`src/design/cht_pkg.sv`:
```
// Shared types and constants for the chained hash table.
package cht_pkg;

   // Fixed field widths
   localparam int KEY_W     = 31;
   localparam int PAYLOAD_W = 64;
   localparam int STATUS_W  = 3;

   // Key remainder unit: bits retired per cycle, padded key width, cycle count
   localparam int MOD_STEP   = 8;
   localparam int MOD_CYCLES = (KEY_W + MOD_STEP - 1) / MOD_STEP;
   localparam int KEY_PAD_W  = MOD_CYCLES * MOD_STEP;

   // Request commands
   localparam logic CMD_INSERT = 1'b0;
   localparam logic CMD_SEARCH = 1'b1;

   // Response status codes
   localparam logic [STATUS_W-1:0] ST_INS_PRIME   = 3'd0;
   localparam logic [STATUS_W-1:0] ST_INS_OVER    = 3'd1;
   localparam logic [STATUS_W-1:0] ST_FOUND_PRIME = 3'd2;
   localparam logic [STATUS_W-1:0] ST_FOUND_OVER  = 3'd3;
   localparam logic [STATUS_W-1:0] ST_NOT_FOUND   = 3'd4;
   localparam logic [STATUS_W-1:0] ST_POOL_FULL   = 3'd5;
   localparam logic [STATUS_W-1:0] ST_IGNORED     = 3'd6;

   // Control sequencer states
   typedef enum logic [4:0] {
      S_CLEAR = 5'b00001,
      S_IDLE  = 5'b00010,
      S_MOD   = 5'b00100,
      S_BKT   = 5'b01000,
      S_POOL  = 5'b10000
   } state_type;

endpackage

```
`src/design/cht_mod.sv`:
```
// Multi-cycle key remainder unit: key modulo BUCKETS, MOD_STEP bits per cycle.
module cht_mod #(
   parameter int BUCKETS = 10
) (
   input  logic                               clock,
   input  logic                               reset,
   input  logic                               go,
   input  logic [cht_pkg::KEY_W-1:0]          key,
   output logic                               done,
   output logic [$clog2(BUCKETS)-1:0]         remainder
);
   import cht_pkg::*;

   localparam int R_W   = $clog2(BUCKETS);
   localparam int CNT_W = (MOD_CYCLES > 1) ? $clog2(MOD_CYCLES) : 1;

   logic                 run_ff,   run_in;
   logic                 done_ff,  done_in;
   logic [CNT_W-1:0]     cnt_ff,   cnt_in;
   logic [R_W-1:0]       rem_ff,   rem_in;
   logic [KEY_PAD_W-1:0] shift_ff, shift_in;

   logic [R_W-1:0]       step_rem;
   logic [KEY_PAD_W-1:0] step_shift;
   logic [R_W:0]         trial;

   // Retire MOD_STEP key bits: shift one in, subtract the divisor when it fits
   always_comb begin
      step_rem   = rem_ff;
      step_shift = shift_ff;
      trial      = '0;
      for (int i = 0; i < MOD_STEP; i++) begin
         trial      = {step_rem, step_shift[KEY_PAD_W-1]};
         step_shift = {step_shift[KEY_PAD_W-2:0], 1'b0};
         if (trial >= (R_W+1)'(BUCKETS)) begin
            trial = trial - (R_W+1)'(BUCKETS);
         end
         step_rem = trial[R_W-1:0];
      end
   end

   // Load on go, advance while running, pulse done after the last step
   always_comb begin
      run_in   = run_ff;
      done_in  = 1'b0;
      cnt_in   = cnt_ff;
      rem_in   = rem_ff;
      shift_in = shift_ff;
      if (go) begin
         run_in   = 1'b1;
         cnt_in   = '0;
         rem_in   = '0;
         shift_in = KEY_PAD_W'(key);
      end else if (run_ff) begin
         rem_in   = step_rem;
         shift_in = step_shift;
         cnt_in   = cnt_ff + CNT_W'(1);
         if (cnt_ff == CNT_W'(MOD_CYCLES - 1)) begin
            run_in  = 1'b0;
            done_in = 1'b1;
         end
      end
   end

   always_ff @(posedge clock) begin
      if (reset) begin
         run_ff  <= 1'b0;
         done_ff <= 1'b0;
      end else begin
         run_ff  <= run_in;
         done_ff <= done_in;
      end
      cnt_ff   <= cnt_in;
      rem_ff   <= rem_in;
      shift_ff <= shift_in;
   end

   assign done      = done_ff;
   assign remainder = rem_ff;

endmodule

```
`config.mk`:
```
export PLATFORM = sky130hd
export DESIGN_NAME = cht_mod
export DESIGN_NICKNAME = d
export VERILOG_FILES = /design/src/design/cht_pkg.sv /design/src/design/cht_mod.sv
export SDC_FILE = /design/constraint.sdc
export NUM_CORES = 1
export LEC_CHECK = 0
export BUFFER_PORTS_ARGS = -buffer_cell sky130_fd_sc_hd__buf_2
export CORE_AREA = 2 2 110 112
export DETAILED_ROUTE_END_ITERATION = 10
export DIE_AREA = 0 0 112 114
export PLACE_DENSITY = 0.53
export REMOVE_ABC_BUFFERS = 1
export SLEW_MARGIN = 10
export SYNTH_ARGS = -nofsm -noshare
export SYNTH_HDL_FRONTEND = slang
export SYNTH_SLANG_ARGS = --single-unit
```
`constraint.sdc`:
```
create_clock -name clock -period 9.64 [get_ports clock]
set_clock_uncertainty 0.2 [all_clocks]
set_input_delay 0.964 -clock clock [delete_from_list [all_inputs] [get_ports clock]]
set_output_delay 0.964 -clock clock [all_outputs]
set_load 0.005 [all_outputs]
```
**Yosys cells after proc, flatten, opt, wreduce, memory -nomap -nowiden**

Cells that the tools add are included.

- Add/subtract/negate cells: 9
- Magnitude comparators: 8
- Eq/ne operators: 1
- Mux-type cells: 14
- Bitwise logic cells: 1
- Reduce and logical (&&, ||, !) cells: 2

Operators with widths:

| operator | number |
|---|---|
| $mux 31 | 2 |
| $ge 5x4->1 const B | 8 |
| $mux 4 | 8 |
| $sub 4x4->4 const B | 8 |
| $mux 1 | 4 |
| $reduce_or 3->1 | 1 |
| $add 2x1->2 const B | 1 |
| $eq 2x2->1 const B | 1 |
| $reduce_bool 2->1 | 1 |
| $not 1->1 | 1 |

- Flip-flop bits (word level): 40
- Bits of input ports: 34
- Output and inout port bits: 5
- Word-level logic and storage cells: 41

**Depth between registers and ports, before layout**

Gate-level depths: netlist of the first run.

- Word-level depth: 16
- Depth in mapped cells: 46

**Worst setup path before layout of the first run**

No wires, ideal clock.

- Kind: reg-to-reg
- From: register rem_ff[0], in the netlist remainder[0]
- To: register rem_ff[2], in the netlist remainder[2]
- Setup time: 136 ps
- Data arrival time: 7744 ps
- Path slack: 1560 ps
- Cell stages (with the launch flop): 45
- Path buffers: 1
- Period minus slack after synthesis: 8080 ps
- Path through: dfxtp_1 inv_1 ha_1 or2b_1 a21oi_2 nor2_1 ha_1 nor4b_2 nor2_1 and2_1 mux2i_1 inv_1 ha_1 buf_2 o21ai_0 nor3_1 o32a_1 nor2_1 [... 9 more ...] a31oi_1 a32oi_1 and2_2 inv_1 ha_1 o31ai_1 or2b_2 a32oi_2 ha_1 o21ai_0 a31o_1 a21oi_1 inv_1 ha_1 inv_1 o21ai_0 a221oi_1 o211ai_1

- Longest elaborated chain between the ends: 16
- Elaborated cells on any way between the ends: 24
- Those cells by class: add/sub (8); order compare (8); mux (8)

RTL lines:

| element | line | text |
|---|---|---|
| from (decl) | cht_mod.sv:20 | `logic [R_W-1:0] rem_ff, rem_in;` |
| from (signal assigned) | cht_mod.sv:74 | `rem_ff <= rem_in;` |
| $sub 4x4->4 or $ge 5x4->1 (tied branches) | cht_mod.sv:36, cht_mod.sv:35 |  |
| $mux 4 (*) | cht_mod.sv:35 | `if (trial >= (R_W+1)'(BUCKETS)) begin` |
| $sub 4x4->4 or $ge 5x4->1 (tied branches) | cht_mod.sv:36, cht_mod.sv:35 |  |
| $mux 4 (*) | cht_mod.sv:35 |  |
| $sub 4x4->4 or $ge 5x4->1 (tied branches) | cht_mod.sv:36, cht_mod.sv:35 |  |
| $mux 4 (*) | cht_mod.sv:35 |  |
| $ge 5x4->1 or $sub 4x4->4 (tied branches) | cht_mod.sv:35, cht_mod.sv:36 |  |
| $mux 4 (*) | cht_mod.sv:35 |  |
| $sub 4x4->4 or $ge 5x4->1 (tied branches) | cht_mod.sv:36, cht_mod.sv:35 |  |
| $mux 4 (*) | cht_mod.sv:35 |  |
| $sub 4x4->4 or $ge 5x4->1 (tied branches) | cht_mod.sv:36, cht_mod.sv:35 |  |
| $mux 4 (*) | cht_mod.sv:35 |  |
| $ge 5x4->1 or $sub 4x4->4 (tied branches) | cht_mod.sv:35, cht_mod.sv:36 |  |
| $mux 4 (*) | cht_mod.sv:35 |  |
| $sub 4x4->4 or $ge 5x4->1 (tied branches) | cht_mod.sv:36, cht_mod.sv:35 |  |
| $mux 4 (*) | cht_mod.sv:35 |  |

Mark *: on every way between the ends. The rest lies on a longest branch, timed or not.
A chain may end at the register's enable or synchronous reset.

**Worst setup path in the final report of the first run**

- From: register rem_ff[1], in the netlist remainder[1]
- To: register rem_ff[2], in the netlist remainder[2]

- Longest elaborated chain between the ends: 16
- Elaborated cells on any way between the ends: 24
- Those cells by class: add/sub (8); order compare (8); mux (8)

RTL lines:

| element | line |
|---|---|
| $sub 4x4->4 or $ge 5x4->1 (tied branches) | cht_mod.sv:36, cht_mod.sv:35 |
| $mux 4 (*) | cht_mod.sv:35 |
| $sub 4x4->4 or $ge 5x4->1 (tied branches) | cht_mod.sv:36, cht_mod.sv:35 |
| $mux 4 (*) | cht_mod.sv:35 |
| $ge 5x4->1 or $sub 4x4->4 (tied branches) | cht_mod.sv:35, cht_mod.sv:36 |
| $mux 4 (*) | cht_mod.sv:35 |
| $sub 4x4->4 or $ge 5x4->1 (tied branches) | cht_mod.sv:36, cht_mod.sv:35 |
| $mux 4 (*) | cht_mod.sv:35 |
| $sub 4x4->4 or $ge 5x4->1 (tied branches) | cht_mod.sv:36, cht_mod.sv:35 |
| $mux 4 (*) | cht_mod.sv:35 |
| $sub 4x4->4 or $ge 5x4->1 (tied branches) | cht_mod.sv:36, cht_mod.sv:35 |
| $mux 4 (*) | cht_mod.sv:35 |
| $ge 5x4->1 or $sub 4x4->4 (tied branches) | cht_mod.sv:35, cht_mod.sv:36 |
| $mux 4 (*) | cht_mod.sv:35 |
| $sub 4x4->4 or $ge 5x4->1 (tied branches) | cht_mod.sv:36, cht_mod.sv:35 |
| $mux 4 (*) | cht_mod.sv:35 |

Marked as above.

==> results.cfg, run 1 <==
[timing]
post-route-min-period_ns = 8.91
clock.fmax_ghz = 0.112
hold_viol = 0
drv_slew = 0
worstMarginPinSlew_ns = 0.753
finalCritPeriodShare_pct = 92.4
rsz0062_at_grt = no
fin_setup_tns_ns = 0
setup_viol = 0
setup_ws_ns = 0.731
maxSlewHeadroom_pct = 49.8

[logic_synthesis]
async_flop_share_pct = 0
ys_warn_count = 0
synthAdderAreaFrac_pct = 3.85
synth_compound_area_share_pct = 22.2
synth.area.mux_share_pct = 11.9
synth_seq_cells = 40
synth.most_common_cell = edfxtp_1
ys_types = 78
synth_top_family_by_area = compound AO/OA/AOI/OAI gates
synth_common_cells = edfxtp_1 (31), inv_1 (23), mux2_2 (23), nor2_1 (22), a21oi_1 (13)
yosysSeqAreaShare_pct = 38.0
synthSimpleGateAreaFrac_pct = 19.0
synth_xor_area_share_pct = 0.300
avgSynthCellArea_um2 = 10.3
yosys_most_used_dff = edfxtp_1
synth_enable_flop_cells = 31
synth_top_area_share_pct = 31.8
yosysTopAreaCell = edfxtp_1
syn_inst = 285
synth.area.top_cells = edfxtp_1 (32%), mux2_2 (8.9%), dfxtp_1 (6.2%)
syn-cell-area_um2 = 2920

[setup_path]
r2r_cells = 43
reg2reg_slack_ns = 0.73
critPathKind = register to register
critPathBufInv = 7
cp-end-kind = register
slowest_stage = dfxtp_1
arrival_ns = 8.85
crit_top_cell = inv_1
crit_fanout = 11
r2r-end = remainder[2]
r2r_start = remainder[1]
cpLargestDelayFamily = compound AO/OA/AOI/OAI gates
worstSetupStartpointType = register
max_stage_delay_ns = 0.43
crit_required_ns = 9.58

[floorplan]
die_x_um = 112
die_h_um = 114
row_count = 40
initial_core_util_pct = 25.0
coreArea_um2 = 11700
ios = 39
die_area_um2 = 12800

[route]
antenna_left = 0
top_layer_used = met4
drt_pre_antenna_iters = 6
vias = 2342
wl_per_cell_um = 13.1
drc = 0
wl_met3_um = 325
totalWireLength_mm = 6.19
vias_per_cell = 4.97
met1Wirelength_mm = 2.61
drt_iter0_markers = 181
met2WireLength_mm = 3.08

[global_route]
grt_pass1_vias = 2346
grt_antenna_before_repair = 0
gr-usage-all-layers_pct = 9.73
grt_pass1_wl_mm = 10.4
grt_start_max_net_pins = 41
grt.overflow.total = 0

[clocking]
clock_latency_ns = 0.28
cts_buffers = 5
cts_htree_levels = 2
clock_sinks = 40
cts_hold_buf = 0
cts_tree = done
clockRootBuffer = clkbuf_16
cts.clk_slew.worst_paths_ns = 0.06
clock_tree.buffer_depth = 2

[place]
post-place-ws_ns = 0.513
port_buffers = 38
gp_congestion = 0.809
dp_hpwl_mm = 4.61

[final_layout]
diodes = 0
fin_nets = 366
layout-drive-gt1-share_pct = 34.0
fillerInstances = 1243
syn2layout_area_growth_pct = 17.6

[flow_run]
drv_cap = 0

[worst_hold_path]
min_to = shift_ff[31]
hp-class = register to register
min_path_cells = 2
hold_path_startpoint = shift_ff[23]

[status]
status = completed
per-stage QoR:
step	cells	utilization, %	hold WS, ns	area (um^2)
finish	471	29.4	0.279	3440
global route	471	29.4	0.347	3440
CTS	470	29.2	0.288	3420
detailed placement	462	27.8	0.274	3250
global placement	462	27.8	0.265	3250
floorplan	276	-	0.256	2870
worst max path at each step:
stage / to / slack, ns / depth (start not counted) / startpoint
after floorplan: remainder[2] / 1.54 / 44 / remainder[0]
after global placement: remainder[2] / 0.76 / 44 / remainder[1]
after detailed placement: remainder[2] / 0.51 / 43 / remainder[0]
after CTS: remainder[2] / 0.47 / 43 / remainder[0]
after global routing: remainder[2] / 0.03 / 43 / remainder[1]
final: remainder[2] / 0.73 / 43 / remainder[1]
repair_timing:
action / 4_1_cts / 5_1_grt
buffers inserted: 0 / 1
setup endpoints to repair: 0 / 2
gates resized for setup: 0 / 5
tightest hold or removal path: stages, from the launching register on:
cell and delay (ns):
edfxtp_1 0.32, mux2i_1 0.06, nor2_1 0.07
state kept, by name (all words and copies together) (netlist names):
name and flops:
run_ff 1, shift_ff 32, cnt_ff 2, done 1
remainder 4
routing by layer:
layer | up-vias | GRT usage, %
li1 | 1158 | -
met1 | 1091 | 10.9
met2 | 73 | 18.0
met3 | 20 | 1.91
met4 | 0 | 4.31
met5 | - | 0
cell usage in the layout, fill, tap and decap left out, types with 6 or more instances in the layout:
cell      Yosys  final
ha_1          9      6
edfxtp_1     31     31
and2_1       11     11
nand2_1      10     10
nand3_1       6      6
buf_2         1     38
a21oi_1      13     13
inv_1        23     23
mux2_2       23     23
o21ai_0      12     12
nor2_1       22     22
dfxtp_1       9      8
kinds of logic after synthesis:
family | after synthesis
buf+inv | 32
fa+ha+maj | 9
xor+xnor | 1
simple gates | 91
flops | 40
mux | 30
compound gates | 82
final cells by class:
class / instances / area [um^2] / share of cell area (%)
Clock buffer: 6 / 129 / 3.75
Clock inverter: 2 / 35.0 / 1.02
Inverter: 23 / 86.3 / 2.51
Multi-Input combinational cell: 213 / 1690 / 49.1
Sequential cell: 40 / 1110 / 32.3
Tap cell: 147 / 184 / 5.35
Timing Repair Buffer: 40 / 205 / 5.97
Power of run 1 is not shown: default switching activity piles up to over one toggle a cycle in this logic, so the estimate is an artifact.
==> inputs of run 2 (changes only) <==
REMOVE_ABC_BUFFERS = default   (was 1)
==> run 2 against run 1 <==
Compared with the run above:
- first-iteration DRC count fell by 31%
- wire length rose by 4.8%
- sequential share of layout area rose by 0.19 points
- global-route usage rose by 0.26 points
- core utilization fell by 0.17 points
- worst hold slack improved by 0.0070 ns
- worst setup slack got worse by 0.097 ns
- non-clock buffer count fell by 1
- die area did not move
- register-to-register slack got worse by 0.097 ns
- critical path depth rose by 1
- via count did not move
==> results.cfg, run 2 (synthesis gave the netlist of run 1 again) <==
[timing]
post-route-min-period_ns = 9.01
setup_viol = 0
hold_ws_ns = 0.286
fin_setup_tns_ns = 0
worstMarginPinSlew_ns = 0.736
hold_viol = 0
maxSlewHeadroom_pct = 50.9
finalCritPeriodShare_pct = 93.4
clock.fmax_ghz = 0.111
drv_slew = 0
rsz0062_at_grt = no

[route]
drt_pre_antenna_iters = 4
totalWireLength_mm = 6.49
vias = 2342
antenna_left = 0
wl_per_cell_um = 13.8
vias_per_cell = 4.98
drc = 0
drt_iter0_markers = 124

[final_layout]
multi_input_area_um2 = 1700
layout_common_cells = buf_2 (38), edfxtp_1 (31), inv_1 (23), mux2_2 (23), nor2_1 (22)
layout-drive-gt1-share_pct = 33.7
instances_no_fill = 470
fin_nets = 365
largest_reg_flops = 32
fillerInstances = 1256
diodes = 0
ff_latch_area_um2 = 1110
layout_commonest_cell = buf_2
regMostFlops = shift_ff
syn2layout_area_growth_pct = 16.9

[worst_hold_path]
hold_path_startpoint = shift_ff[23]
min_path_cells = 2
min_to = shift_ff[31]
hp-class = register to register

[clocking]
cts.clk_slew.worst_paths_ns = 0.06
clock_sinks = 40
cts_tree = done
cts_buffers = 5
cts_setup_buffers = 0
clockRootBuffer = clkbuf_16
clock_tree.buffer_depth = 2
cts_htree_levels = 2
clock_latency_ns = 0.28

[floorplan]
die_x_um = 112
initial_core_util_pct = 25.0
coreArea_um2 = 11700
die_h_um = 114
row_count = 40
die_area_um2 = 12800
ios = 39

[place]
port_buffers = 38
dp_hpwl_mm = 4.79
place_inst = 462
gp_congestion = 0.851

[global_route]
grt_antenna_before_repair = 0
gr-usage-all-layers_pct = 9.99
grt_pass1_wl_mm = 10.6
grt_pass1_vias = 2260
grt_start_max_net_pins = 41
grt.overflow.total = 0

[status]
status = completed

[setup_path]
critPathKind = register to register
r2r_start = remainder[1]
arrival_ns = 8.95
cp-end-kind = register
max_stage_delay_ns = 0.37
slowest_stage = a211oi_2
crit_fanout = 11
crit_required_ns = 9.59
crit_top_cell = inv_1
worstSetupStartpointType = register
r2r_cells = 44
r2r-end = remainder[2]
reg2reg_slack_ns = 0.63

[logic_synthesis]
syn-num-nets = 328

[flow_run]
drv_cap = 0
==> run 2: cell types whose count changed in the layout (fill, tap and decap cells not counted), sizes merged <==
| cell | delta |
|---|---|
| buf | -1 |
| clkbuf | +1 |
| bufinv | -1 |
==> run 2: area by class of cell <==
cell class	count	area share, %
Tap cell	147	5.38
Clock buffer	7	3.88
Multi-Input combinational cell	213	49.7
Clock inverter	1	0.256
Timing Repair Buffer	39	5.78
Sequential cell	40	32.5
Inverter	23	2.52
==> run 2: what timing repair did <==
action                     CTS  global route
setup endpoints to repair    0             3
hold buffers                 0             0
resized for setup            0             7
==> run 2: how the worst max path moves through the flow <==
stage	startpoint	end	slack, ns
2_1_floorplan	remainder[0]	remainder[2]	1.56
3_3_place_gp	remainder[0]	remainder[2]	0.61
3_5_place_dp	remainder[0]	remainder[2]	0.40
4_1_cts	remainder[0]	remainder[2]	0.37
5_1_grt	remainder[0]	remainder[2]	0.04
6_report	remainder[1]	remainder[2]	0.63
==> run 2: critical path, delay by kind of cell (launching register included) <==
| kind | cells | cell delay [ns] |
|---|---|---|
| compound gates | 19 | 3.55 |
| simple gates | 9 | 1.67 |
| flops | 1 | 0.36 |
| mux | 1 | 0.25 |
| buf+inv | 7 | 0.66 |
| fa+ha+maj | 8 | 2.17 |
==> run 2: through the flow <==
stage,worst slack [ns],utilization [%],cell area [um^2]
detailed placement,0.404,27.8,3250
finish,0.634,29.2,3420
global placement,0.614,27.8,3250
global route,0.0360,29.2,3420
floorplan,1.56,-,2920
CTS,0.369,29.0,3390
==> run 2: layer usage <==
metal / up-vias / part of all wire, % / global-route usage, %
met5: - / 0 / 0
met4: 0 / 1.3 / 3.17
met3: 10 / 5.5 / 2.28
met2: 76 / 48 / 17.6
met1: 1097 / 45 / 12.2
li1: 1159 / - / -
Power of run 2 is left out for the same reason.
